$ cat src/rtl/dirty_rect_merge_tracker_defines.svh
// Assertion macros shared by the dirty rectangle tracker RTL.
// Depends on nothing; included by files that carry concurrent assertions.
`ifndef DIRTY_RECT_MERGE_TRACKER_DEFINES_SVH
`define DIRTY_RECT_MERGE_TRACKER_DEFINES_SVH

// Check that a condition implies a second one in the same cycle.
`define DRMT_ASSERT_SAME(label, clk, rst, cond, prop) \
   label: assert property (@(posedge clk) disable iff (rst) (cond) |-> (prop)) \
      else $error("same-cycle check failed");

// Check that a condition implies a second one in the next cycle.
`define DRMT_ASSERT_NEXT(label, clk, rst, cond, prop) \
   label: assert property (@(posedge clk) disable iff (rst) (cond) |=> (prop)) \
      else $error("next-cycle check failed");

`endif

$ cat src/rtl/drmt_pkg.sv
// Types, constants and action codes of the dirty rectangle tracker.
// Depends on nothing; imported by the tracker top level and the touch unit.
package drmt_pkg;

   localparam int RECT_CAPACITY = 16;
   localparam int REASON_BITS   = 8;
   localparam int COORD_BITS    = 16;
   localparam int PAD_BITS      = 8;
   localparam int TOTAL_BITS    = 32;
   localparam int EXT_BITS      = COORD_BITS + 1;
   localparam int IDX_BITS      = (RECT_CAPACITY > 1) ? $clog2(RECT_CAPACITY) : 1;
   localparam int COUNT_BITS    = $clog2(RECT_CAPACITY + 1);

   localparam logic [PAD_BITS-1:0] PAD_RESET = PAD_BITS'(8);

   // action codes
   localparam logic [2:0] ACT_MARK      = 3'd0;
   localparam logic [2:0] ACT_MARK_RECT = 3'd1;
   localparam logic [2:0] ACT_CLEAR     = 3'd2;
   localparam logic [2:0] ACT_CONSUME   = 3'd3;
   localparam logic [2:0] ACT_SNAPSHOT  = 3'd4;
   localparam logic [2:0] ACT_QUERY     = 3'd5;

   typedef struct packed {
      logic signed [COORD_BITS-1:0] left;
      logic signed [COORD_BITS-1:0] top;
      logic signed [COORD_BITS-1:0] right;
      logic signed [COORD_BITS-1:0] bottom;
   } box_type;

   localparam int BOX_BITS = $bits(box_type);

   typedef struct packed {
      logic [2:0]                   action;
      logic [REASON_BITS-1:0]       reason;
      logic signed [COORD_BITS-1:0] rect_left;
      logic signed [COORD_BITS-1:0] rect_top;
      logic signed [COORD_BITS-1:0] rect_right;
      logic signed [COORD_BITS-1:0] rect_bottom;
   } req_type;

   typedef struct packed {
      logic                         out_valid_rect;
      logic signed [COORD_BITS-1:0] out_left;
      logic signed [COORD_BITS-1:0] out_top;
      logic signed [COORD_BITS-1:0] out_right;
      logic signed [COORD_BITS-1:0] out_bottom;
      logic [REASON_BITS-1:0]       dirty_flags;
      logic                         any_dirty;
      logic                         has_reason;
      logic [TOTAL_BITS-1:0]        marks_total;
      logic [TOTAL_BITS-1:0]        consumes_total;
      logic [TOTAL_BITS-1:0]        merges_total;
      logic                         last;
   } rsp_type;

   // result of one touch test against a stored rectangle
   typedef struct packed {
      logic    touch;
      box_type grown;
   } touch_type;

endpackage

$ cat src/rtl/dirty_rect_merge_tracker.sv
// Channel  | Direction | Handshake         | Carries
// req_     | in        | req_valid / stall | drmt_pkg::req_type, one action
// rsp_     | out       | rsp_valid / stall | drmt_pkg::rsp_type, one result
// csr_     | in        | csr_valid / ready | touch padding, 8 bits
//
// mark_rect scans the stored rectangles one at a time, or writes straight into an empty
// table; the scan is paced by the single touch unit and the registered RAM read.
// snapshot and consume give one result per stored rectangle, or one for an empty table.
// Reset (synchronous, active high) clears flags, count and counters; padding goes to 8.
// A stalled result holds in the output register; the sequencer waits on it.
// Top level of the dirty rectangle tracker; depends on drmt_pkg, drmt_ram,
// drmt_touch_unit and dirty_rect_merge_tracker_defines.svh.
`include "dirty_rect_merge_tracker_defines.svh"

module dirty_rect_merge_tracker (
   input  logic                          clock,
   input  logic                          reset,
   input  logic                          req_valid,
   output logic                          req_stall,
   input  drmt_pkg::req_type             req_data,
   output logic                          rsp_valid,
   input  logic                          rsp_stall,
   output drmt_pkg::rsp_type             rsp_data,
   input  logic                          csr_valid,
   output logic                          csr_ready,
   input  logic [drmt_pkg::PAD_BITS-1:0] csr_data
);
   import drmt_pkg::*;

   typedef enum logic [2:0] {
      ST_IDLE,
      ST_APPEND,
      ST_SCAN_ADDR,
      ST_SCAN_CMP,
      ST_DUMP_ADDR,
      ST_DUMP_EMIT,
      ST_EMIT_ONE
   } state_type;

   state_type               state_ff, state_in;
   req_type                 cur_ff, cur_in;
   logic [IDX_BITS-1:0]     idx_ff, idx_in;
   logic [COUNT_BITS-1:0]   count_ff, count_in;
   logic [REASON_BITS-1:0]  flags_ff, flags_in;
   logic [TOTAL_BITS-1:0]   marks_ff, marks_in;
   logic [TOTAL_BITS-1:0]   consumes_ff, consumes_in;
   logic [TOTAL_BITS-1:0]   merges_ff, merges_in;
   logic [PAD_BITS-1:0]     pad_ff;
   logic                    rsp_valid_ff, rsp_valid_in;
   rsp_type                 rsp_data_ff, rsp_data_in;

   logic                    wr_en;
   logic [IDX_BITS-1:0]     wr_addr;
   box_type                 wr_box;
   logic [BOX_BITS-1:0]     rd_bits;
   box_type                 rd_box;
   box_type                 cur_box;
   touch_type               touch;
   logic                    out_free;
   logic                    at_end;
   logic                    load;
   logic                    load_rect;
   logic                    load_last;
   logic                    req_nonempty;
   logic                    visit_state;
   logic                    consume_end;

   // rectangle table
   drmt_ram #(
      .WIDTH (BOX_BITS),
      .DEPTH (RECT_CAPACITY)
   ) u_table (
      .clock   (clock),
      .wr_en   (wr_en),
      .wr_addr (wr_addr),
      .wr_data (wr_box),
      .rd_addr (idx_ff),
      .rd_data (rd_bits)
   );

   assign rd_box = rd_bits;
   assign cur_box = '{left: cur_ff.rect_left, top: cur_ff.rect_top,
                      right: cur_ff.rect_right, bottom: cur_ff.rect_bottom};

   drmt_touch_unit u_touch (
      .stored   (rd_box),
      .incoming (cur_box),
      .pad      (pad_ff),
      .result   (touch)
   );

   assign req_stall = (state_ff != ST_IDLE);
   assign rsp_valid = rsp_valid_ff;
   assign rsp_data  = rsp_data_ff;
   assign csr_ready = 1'b1;

   assign out_free     = !rsp_valid_ff || !rsp_stall;
   assign at_end       = (COUNT_BITS'(idx_ff) == count_ff - COUNT_BITS'(1));
   assign req_nonempty = (req_data.rect_right > req_data.rect_left) &&
                         (req_data.rect_bottom > req_data.rect_top);

   // sequence one transaction through scan, update and emit steps
   always_comb begin
      state_in    = state_ff;
      cur_in      = cur_ff;
      idx_in      = idx_ff;
      count_in    = count_ff;
      flags_in    = flags_ff;
      marks_in    = marks_ff;
      consumes_in = consumes_ff;
      merges_in   = merges_ff;
      wr_en       = 1'b0;
      wr_addr     = idx_ff;
      wr_box      = touch.grown;
      load        = 1'b0;
      load_rect   = 1'b0;
      load_last   = 1'b1;

      case (state_ff)
         ST_IDLE: begin
            if (req_valid) begin
               cur_in = req_data;
               idx_in = '0;
               case (req_data.action)
                  ACT_MARK: begin
                     flags_in = flags_ff | req_data.reason;
                     marks_in = marks_ff + TOTAL_BITS'(1);
                     state_in = ST_EMIT_ONE;
                  end
                  ACT_MARK_RECT: begin
                     flags_in = flags_ff | req_data.reason;
                     marks_in = marks_ff + TOTAL_BITS'(1);
                     if (!req_nonempty) begin
                        state_in = ST_EMIT_ONE;
                     end else if (count_ff == '0) begin
                        state_in = ST_APPEND;
                     end else begin
                        state_in = ST_SCAN_ADDR;
                     end
                  end
                  ACT_CLEAR: begin
                     flags_in = '0;
                     count_in = '0;
                     state_in = ST_EMIT_ONE;
                  end
                  ACT_CONSUME, ACT_SNAPSHOT: begin
                     state_in = (count_ff == '0) ? ST_EMIT_ONE : ST_DUMP_ADDR;
                  end
                  default: begin
                     state_in = ST_EMIT_ONE;
                  end
               endcase
            end
         end
         ST_APPEND: begin
            wr_en    = 1'b1;
            wr_addr  = count_ff[IDX_BITS-1:0];
            wr_box   = cur_box;
            count_in = count_ff + COUNT_BITS'(1);
            state_in = ST_EMIT_ONE;
         end
         ST_SCAN_ADDR: begin
            state_in = ST_SCAN_CMP;
         end
         ST_SCAN_CMP: begin
            if (touch.touch) begin
               wr_en     = 1'b1;
               merges_in = merges_ff + TOTAL_BITS'(1);
               state_in  = ST_EMIT_ONE;
            end else if (at_end) begin
               wr_en = 1'b1;
               if (count_ff < COUNT_BITS'(RECT_CAPACITY)) begin
                  wr_addr  = count_ff[IDX_BITS-1:0];
                  wr_box   = cur_box;
                  count_in = count_ff + COUNT_BITS'(1);
               end else begin
                  // table full: fold into the last entry
                  merges_in = merges_ff + TOTAL_BITS'(1);
               end
               state_in = ST_EMIT_ONE;
            end else begin
               idx_in   = idx_ff + IDX_BITS'(1);
               state_in = ST_SCAN_ADDR;
            end
         end
         ST_DUMP_ADDR: begin
            state_in = ST_DUMP_EMIT;
         end
         ST_DUMP_EMIT: begin
            if (out_free) begin
               load      = 1'b1;
               load_rect = 1'b1;
               load_last = at_end;
               if (at_end) begin
                  if (cur_ff.action == ACT_CONSUME) begin
                     consumes_in = consumes_ff + TOTAL_BITS'(1);
                     flags_in    = '0;
                     count_in    = '0;
                  end
                  state_in = ST_IDLE;
               end else begin
                  idx_in   = idx_ff + IDX_BITS'(1);
                  state_in = ST_DUMP_ADDR;
               end
            end
         end
         ST_EMIT_ONE: begin
            if (out_free) begin
               load = 1'b1;
               // a consume of an empty table still counts and drops the flags
               if (cur_ff.action == ACT_CONSUME) begin
                  consumes_in = consumes_ff + TOTAL_BITS'(1);
                  flags_in    = '0;
                  count_in    = '0;
               end
               state_in = ST_IDLE;
            end
         end
         default: begin
            state_in = ST_IDLE;
         end
      endcase
   end

   // build the result from the current status
   always_comb begin
      rsp_data_in                = rsp_data_ff;
      rsp_valid_in               = rsp_valid_ff && rsp_stall;
      if (load) begin
         rsp_valid_in               = 1'b1;
         rsp_data_in.out_valid_rect = load_rect;
         rsp_data_in.out_left       = load_rect ? rd_box.left : '0;
         rsp_data_in.out_top        = load_rect ? rd_box.top : '0;
         rsp_data_in.out_right      = load_rect ? rd_box.right : '0;
         rsp_data_in.out_bottom     = load_rect ? rd_box.bottom : '0;
         rsp_data_in.dirty_flags    = flags_ff;
         rsp_data_in.any_dirty      = (flags_ff != '0) || (count_ff != '0);
         rsp_data_in.has_reason     = |(flags_ff & cur_ff.reason);
         rsp_data_in.marks_total    = marks_ff;
         rsp_data_in.consumes_total = consumes_ff;
         rsp_data_in.merges_total   = merges_ff;
         rsp_data_in.last           = load_last;
      end
   end

   // hold state, counters and the output register
   always_ff @(posedge clock) begin
      cur_ff      <= cur_in;
      idx_ff      <= idx_in;
      rsp_data_ff <= rsp_data_in;
      if (reset) begin
         state_ff     <= ST_IDLE;
         count_ff     <= '0;
         flags_ff     <= '0;
         marks_ff     <= '0;
         consumes_ff  <= '0;
         merges_ff    <= '0;
         pad_ff       <= PAD_RESET;
         rsp_valid_ff <= 1'b0;
      end else begin
         state_ff     <= state_in;
         count_ff     <= count_in;
         flags_ff     <= flags_in;
         marks_ff     <= marks_in;
         consumes_ff  <= consumes_in;
         merges_ff    <= merges_in;
         rsp_valid_ff <= rsp_valid_in;
         if (csr_valid && csr_ready) begin
            pad_ff <= csr_data;
         end
      end
   end

   assign visit_state = (state_ff == ST_SCAN_CMP) || (state_ff == ST_DUMP_EMIT);
   assign consume_end = load && load_last && (cur_ff.action == ACT_CONSUME);

   // table never holds more than its capacity
   `DRMT_ASSERT_SAME(a_count_range, clock, reset, 1'b1, count_ff <= COUNT_BITS'(RECT_CAPACITY))

   // scan and dump only visit stored entries
   `DRMT_ASSERT_SAME(a_idx_stored, clock, reset, visit_state, COUNT_BITS'(idx_ff) < count_ff)

   // final consume result empties the tracker
   `DRMT_ASSERT_NEXT(a_consume_clears, clock, reset, consume_end, (count_ff == '0) && (flags_ff == '0))

endmodule

$ cat src/rtl/drmt_ram.sv
// Generic single-write, single-read RAM with registered read data.
// Depends on nothing; holds the rectangle table of the tracker.
module drmt_ram #(
   parameter int WIDTH = 64,
   parameter int DEPTH = 16
) (
   input  logic                                       clock,
   input  logic                                       wr_en,
   input  logic [((DEPTH > 1) ? $clog2(DEPTH) : 1)-1:0] wr_addr,
   input  logic [WIDTH-1:0]                           wr_data,
   input  logic [((DEPTH > 1) ? $clog2(DEPTH) : 1)-1:0] rd_addr,
   output logic [WIDTH-1:0]                           rd_data
);

   logic [WIDTH-1:0] mem [DEPTH];

   // write port and registered read port
   always_ff @(posedge clock) begin
      if (wr_en) begin
         mem[wr_addr] <= wr_data;
      end
      rd_data <= mem[rd_addr];
   end

endmodule

$ cat src/rtl/drmt_touch_unit.sv
// Shared touch test and bounding-box unit, applied to one stored rectangle at a time.
// Depends on drmt_pkg.
module drmt_touch_unit (
   input  drmt_pkg::box_type              stored,
   input  drmt_pkg::box_type              incoming,
   input  logic [drmt_pkg::PAD_BITS-1:0]  pad,
   output drmt_pkg::touch_type            result
);
   import drmt_pkg::*;

   logic signed [EXT_BITS-1:0] pad_ext;
   logic signed [EXT_BITS-1:0] s_l, s_t, s_r, s_b;
   logic signed [EXT_BITS-1:0] n_l, n_t, n_r, n_b;
   logic                       apart;

   // widen by one bit so edge plus padding cannot overflow
   assign pad_ext = signed'({{(EXT_BITS - PAD_BITS){1'b0}}, pad});
   assign s_l = signed'({stored.left[COORD_BITS-1], stored.left});
   assign s_t = signed'({stored.top[COORD_BITS-1], stored.top});
   assign s_r = signed'({stored.right[COORD_BITS-1], stored.right});
   assign s_b = signed'({stored.bottom[COORD_BITS-1], stored.bottom});
   assign n_l = signed'({incoming.left[COORD_BITS-1], incoming.left});
   assign n_t = signed'({incoming.top[COORD_BITS-1], incoming.top});
   assign n_r = signed'({incoming.right[COORD_BITS-1], incoming.right});
   assign n_b = signed'({incoming.bottom[COORD_BITS-1], incoming.bottom});

   // separated on some side by more than the padding
   assign apart = (s_r + pad_ext < n_l) || (n_r + pad_ext < s_l) ||
                  (s_b + pad_ext < n_t) || (n_b + pad_ext < s_t);

   // bounding box of both
   always_comb begin
      result.touch         = !apart;
      result.grown.left    = (incoming.left < stored.left) ? incoming.left : stored.left;
      result.grown.top     = (incoming.top < stored.top) ? incoming.top : stored.top;
      result.grown.right   = (incoming.right > stored.right) ? incoming.right : stored.right;
      result.grown.bottom  = (incoming.bottom > stored.bottom) ? incoming.bottom : stored.bottom;
   end

endmodule

$ cat config.mk
export PLATFORM = sky130hd
export DESIGN_NAME = dirty_rect_merge_tracker
export DESIGN_NICKNAME = d
export VERILOG_FILES = /design/src/rtl/drmt_pkg.sv /design/src/rtl/dirty_rect_merge_tracker.sv /design/src/rtl/drmt_ram.sv /design/src/rtl/drmt_touch_unit.sv
export VERILOG_INCLUDE_DIRS = /design/src /design/src/rtl
export SDC_FILE = /design/constraint.sdc
export NUM_CORES = 2
export LEC_CHECK = 0
export BUFFER_PORTS_ARGS = -buffer_cell sky130_fd_sc_hd__buf_2
export CAP_MARGIN = 25
export CORE_UTILIZATION = 60
export CTS_CLUSTER_SIZE = 20
export DETAILED_ROUTE_END_ITERATION = 16
export PLACE_DENSITY = 0.75
export SYNTH_ARGS = -nofsm -noshare
export SYNTH_HDL_FRONTEND = slang
export SYNTH_SLANG_ARGS = --single-unit
$ cat constraint.sdc
create_clock -name clock -period 13 [get_ports clock]
set_input_delay 0.65 -clock clock [delete_from_list [all_inputs] [get_ports clock]]
set_output_delay 0.65 -clock clock [all_outputs]
set_load 0.01 [all_outputs]
Word level (Yosys, flattened, before mapping)
Memory sizes are Yosys's and may differ from the RTL's. A register that Yosys moved wholly into a read port is not among the register bits.
Cells that the tools add are included.
{"block": "word_totals", "regBits": 372, "ramBits": 1024, "out_inout_bits": 175, "wordCells": 168, "n_memories": 1}
{"block": "op_classes", "add_sub_neg": 10, "n_lt_le_gt_ge": 11, "n_eq_ne": 23, "n_mux": 62, "bitwise_logic": 2, "n_reduce_logical": 32}
{"name": "u_table.mem", "words": 16, "width": 64, "read_ports": 1, "rd_clocked_by_memory_dff": 1, "wr": 1, "line_no": "drmt_ram.sv:15", "source": "logic [WIDTH-1:0] mem [DEPTH];"}
{"operator": "2-to-1 mux 32 bit", "n": 7}
{"operator": "2-to-1 mux 64 bit", "n": 3}
{"operator": "one-hot mux 64 bit (2 select lines)", "n": 1}
{"operator": "adder 32 x 1 -> 32 bit (second input constant)", "n": 3}
{"operator": "adder 16 x 9 -> 17 bit", "n": 4}
{"operator": "< comparator 17 x 16 -> 1 bit", "n": 4}
{"operator": "> comparator 16 bit", "n": 4}
{"operator": "2-to-1 mux 16 bit", "n": 4}
{"operator": "one-hot mux 32 bit (2 select lines)", "n": 1}
{"operator": "2-to-1 mux 5 bit", "n": 9}
{"operator": "2-to-1 mux 8 bit", "n": 5}
{"operator": "< comparator 16 bit", "n": 2}
{"operator": "2-to-1 mux 4 bit", "n": 7}
{"operator": "one-hot mux 5 bit (5 select lines)", "n": 1}
{"operator": "one-hot mux 8 bit (3 select lines)", "n": 1}
{"operator": "2-to-1 mux 3 bit", "n": 7}
{"operator": "one-hot mux 3 bit (7 select lines)", "n": 1}
{"operator": "!= test 2 bit (second input constant)", "n": 8}
{"operator": "one-hot mux 8 bit (2 select lines)", "n": 1}
{"operator": "== test 3 x 2 -> 1 bit (second input constant)", "n": 5}
{"operator": "== test 3 bit (second input constant)", "n": 4}
{"operator": "one-hot mux 4 bit (3 select lines)", "n": 1}
{"operator": "nonzero test 5 bit", "n": 2}
{"operator": "AND reduction 3 bit", "n": 3}
{"operator": "29 further kinds", "n": 52}

Longest topological paths before layout
{"block": "logic_depth", "ltp_word": 9, "mapped_depth": 24, "depth_no_buf": 22}

Modules after synthesis
A second synthesis with hierarchy kept.
{"block": "hier_totals", "cells_unflattened": 3651, "area_unflattened_um2": 61071.1}
{"mod": "drmt_ram", "n_inst": 1, "cells_per_inst": 1647, "area_each_um2": 39581.7, "seq_area_each_um2": 32030.7}
{"mod": "dirty_rect_merge_tracker", "n_inst": 1, "cells_per_inst": 1230, "area_each_um2": 15586.2, "seq_area_each_um2": 9959.6}
{"mod": "drmt_touch_unit", "n_inst": 1, "cells_per_inst": 774, "area_each_um2": 5903.2, "seq_area_each_um2": 0.0}

Worst setup path after synthesis
No wires, ideal clock.
{"block": "synth_timing", "path_kind": "reg2reg", "startpoint": "reg pad_ff[1]", "endpoint": "mem u_table.mem[15][0] (enable)", "setup_time_ns": 0.578, "arrival_time_ns": 9.131, "t_required_ns": 12.422, "slack_ns": 3.291, "stages_incl_launch_ff": 20, "path_buffers": 1, "synth_period_minus_slack_ns": 9.709, "path_cell_list": "dfxtp_1 inv_1 fa_1 nor2b_1 o21ai_0 a21boi_0 o21ai_0 a21boi_0 o21ai_0 a211o_1 o31a_1 ha_1 inv_1 or3_1 a221oi_1 a211oi_4 o31ai_4 buf_6 mux2_2 nor3b_1"}
{"block": "synth_between", "elab_chain_cells": 9, "elab_cells_between_ends": 17}
{"element": "start, declared", "line_no": "dirty_rect_merge_tracker.sv:48", "source": "logic [PAD_BITS-1:0] pad_ff;"}
{"element": "start signal, assigned", "line_no": "dirty_rect_merge_tracker.sv:269", "source": "pad_ff <= csr_data;"}
{"element": "adder 16 x 9 -> 17 bit", "line_no": "drmt_touch_unit.sv:28", "source": "assign apart = (s_r + pad_ext < n_l) || (n_r + pad_ext < s_l) ||"}
{"element": "< comparator 17 x 16 -> 1 bit", "line_no": "drmt_touch_unit.sv:28"}
{"element": "logical OR 1 bit (2 in series)", "line_no": "drmt_touch_unit.sv:28"}
{"element": "logical OR 1 bit (*)", "line_no": "drmt_touch_unit.sv:29", "source": "(s_b + pad_ext < n_t) || (n_b + pad_ext < s_t);"}
{"element": "2-to-1 mux 1 bit", "line_no": "dirty_rect_merge_tracker.sv:166", "source": "if (touch.touch) begin"}
{"element": "one-hot mux 1 bit (2 select lines)", "line_no": "dirty_rect_merge_tracker.sv:119", "source": "case (state_ff)"}
{"element": "2-to-1 mux 1 bit", "line_no": "drmt_ram.sv:19", "source": "if (wr_en) begin"}
{"element": "2-to-1 mux 1 bit (implied by the code)", "line_no": "drmt_ram.sv:20", "source": "mem[wr_addr] <= wr_data;"}
{"element": "end, declared", "line_no": "drmt_ram.sv:15"}
Every way passes the cells marked *; elsewhere a longest branch is shown, timed or not.

Worst setup path after layout
{"block": "layout_timing", "startpoint": "reg pad_ff[1]", "endpoint": "mem u_table.mem[11][22] (enable)"}
Same word-level chain as after synthesis.

==> run_results.csv <==
group,metric,value,unit
synth,ys_ff_latch,1460,
synth,netlist_area,0.06003,mm2
run,max-cap-violations,0,
critical_path,critPathBufInv,3,
min_path,hp-class,"primary input to register",
global_route,grt_pass1_vias,32610,
clocking,cts_tree,"done",
critical_path,cpPeakStageDelay,0.85,ns
clocking,clkTransAtPathRegs,0.06,ns
finish,nFillCells,6352,
timing,finalSetupTns,0,ns
timing,timing.final.crit_share,59.95,%
critical_path,crit_chain,"inv_1 -> fa_1 -> nor2b_1 -> o21ai_0 -> a21boi_0 -> o21ai_0 -> a21boi_0 -> o21ai_0 -> a211o_1 -> o31a_1 -> ha_1 -> inv_1 -> or3_1 -> a221oi_1 -> a211oi_4 -> o31ai_4 -> mux2_2 -> nor2_4 -> buf_4",
critical_path,end_kind,"register",
synth,synth_area_leaders,"edfxtp_1 (64%), mux4_2 (12%), dfxtp_1 (6.2%)",
clocking,post_cts_buffers,0,
clocking,cts_sinks,1460,
synth,syn-instance-count,3436,
finish,fin_nets,4073,
critical_path,cp_max_fo,38,
global_route,antenna_found_initial,3,
floorplan,die_width,318.3,um
synth,synth_fp_nets,3725,
drt,first_pass_iters,6,
clocking,hold_buffers,0,
timing,finalHoldViolCount,0,
synth,synth_largest_area_cell,"edfxtp_1",
global_route,gr-total-overflow,0,
placed_design,numPortBuffers,261,
critical_path,crit_path_top_delay_cell,"o31ai_4",
timing,maxSlewHeadroom,21.05,%
power,vdd_drop_max,0.1616,mV
finish,drive_above_1_share,24.55,%
synth,synth_enable_flop_cells,1275,
floorplan,die_y,318.3,um
global_route,grt_use_total,29.46,%
critical_path,cp.arrival,8.17,ns
synth,synth.most_common_cell,"edfxtp_1",
clocking,cts_root_buf,"clkbuf_16",
synth,ys_types,76,
timing,min_period,7.793,ns
drt,viasPerCell,6.388,
drt,wirelength,147600,um
timing,slew_viol_final,0,
critical_path,cp-start-kind,"register",
power,powerDensity,228.0,mW/mm2
synth,synth_seq_area_share,69.95,%
critical_path,cp_common_cell,"o21ai_0",
synth,synth_top_area_share,63.78,%
synth,syn_avg_cell_area,17.47,um2
timing,rsz0062_at_grt,"no",
synth,synth_warnings,0,
drt,initialDrtViolationCount,4052,
synth,async_reset_ff_share,0,%
clocking,cts_resized,0,
timing,tightest_slew,1.151,ns
clocking,clk_path_buf_depth,3,
clocking,cts.htree.levels,4,
placed_design,gp_congestion,0.9854,
critical_path,critPathKind,"register to register",
drt,ant_nets,0,
timing,fmax,0.1283,GHz
drt,drc_errors,0,
clocking,insertion_delay,0.77,ns
drt,avgRoutedWirePerCell,28.44,um
drt,via_count,33160,
timing,setup_viol,0,
floorplan,coreArea,0.09871,mm2
timing,hold_ws,0.08070,ns
floorplan,start_util,60.82,%
power,leakagePower,23.63,nW
synth,ys_top_cells_by_count,"edfxtp_1 (1275), mux4_2 (320), ha_1 (197), inv_1 (186), dfxtp_1 (185)",
placed_design,hpwl,92920,um
floorplan,rows,115,
clocking,cts_made_buffers,143,
floorplan,io_pins,263,
finish,post-route-util,68.87,%
critical_path,cpLargestDelayFamily,"compound AO/OA/AOI/OAI gates",
critical_path,required,13.38,ns
synth,synth_flop_cell,"edfxtp_1",
finish,syn2layout_area_growth,13.24,%
timing,fin_skew,0.02629,ns
global_route,grt_max_degree,146,
floorplan,die-area,0.1013,mm2
global_route,grt_pass1_wl,215500,um
status,status,"complete, no violations",
[layer usage]
layer,vias up,global-route usage [%],share of wire (%)
li1,14250,-,-
met3,276,4.878,8.8
met5,-,0,0
met2,1766,46.20,47
met4,0,11.60,3.6
met1,16880,41.86,40
[layout make-up]
type	count	area, um2	area share (%)
flip-flops and latches	1460	41990	61.77
inverters	186	704.4	1.036
multi-input cells	1656	16910	24.87
clock inverters	68	773.2	1.137
clock buffers	195	3990	5.870
well taps	1287	1610	2.369
diodes	3	7.507	0.01104
repair buffers	337	1994	2.934
[cell families (layout without fill, tap and decap cells)]
kind of cell / count (synthesis) / count (layout) / synth area share, %
AOI/OAI and AO/OA: 314 / 314 / 3.366
xor gates and xnor gates: 107 / 107 / 1.561
adders and majority gates: 201 / 201 / 4.239
buffers and inverters: 320 / 786 / 2.074
DFF: 1460 / 1460 / 69.95
muxes: 409 / 409 / 13.63
other: 1 / 4 / 0.006247
and+or+nand+nor: 624 / 624 / 5.179
[flip-flops by register name (all words and copies together), names as in the netlist]
| signal | cells |
|---|---|
| pad_ff | 8 |
| count_ff | 5 |
| u_table.mem | 1024 |
| consumes_ff | 32 |
| cur_box | 64 |
| marks_ff | 32 |
| idx_ff | 4 |
| merges_ff | 32 |
| rsp_valid | 1 |
| cur_ff | 11 |
| state_ff | 3 |
| rsp_data | 172 |
| flags_ff | 8 |
| u_table.rd_data | 64 |
[power breakdown]
part	switching (mW)	internal (mW)
Clock	1.76	2.41
Sequential	0.285	6.42
Combinational	2.86	1.76
[layout by cell type (no fill, tap or decap), types with 34 or more instances in the layout]
master / netlist / layout
xor2_1: 35 / 35
xnor2_1: 72 / 72
inv_1: 186 / 184
buf_4: 4 / 69
nor3_1: 96 / 92
a21oi_1: 96 / 96
clkbuf_1: 98 / 36
ha_1: 197 / 197
nand4_1: 38 / 38
dfxtp_1: 185 / 185
nand3_1: 54 / 54
nand2_1: 103 / 102
nor2_1: 162 / 154
clkbuf_16: 0 / 148
mux4_2: 320 / 320
mux2i_1: 50 / 50
buf_2: 5 / 260
o21ai_0: 84 / 84
edfxtp_1: 1275 / 1275
nor2b_1: 35 / 34
[path summary, 6_finish.rpt]
kind	start	to	slack, ns	depth (start not counted)
max	pad_ff[1]	u_table.mem[11][22]	5.21	19
min	req_data[10]	cur_box[10]	0.08	1
max reg2reg	pad_ff[1]	u_table.mem[11][22]	5.21	19
min reg2reg	consumes_ff[31]	rsp_data[64]	0.46	0
[through the flow]
stage | power (mW) | setup WS [ns] | instance area [um2] | instances
2_1_floorplan | 9.787 | 3.291 | 60030 | 3436
3_3_place_gp | 11.20 | 5.444 | 62980 | 4906
3_5_place_dp | 11.31 | 5.380 | 63080 | 4915
4_1_cts | 15.49 | 5.311 | 67840 | 5178
5_1_grt | 16.07 | 4.821 | 67980 | 5191
6_report | 15.50 | 5.207 | 67980 | 5192
Note: power is estimated with default switching activity, not from simulation.
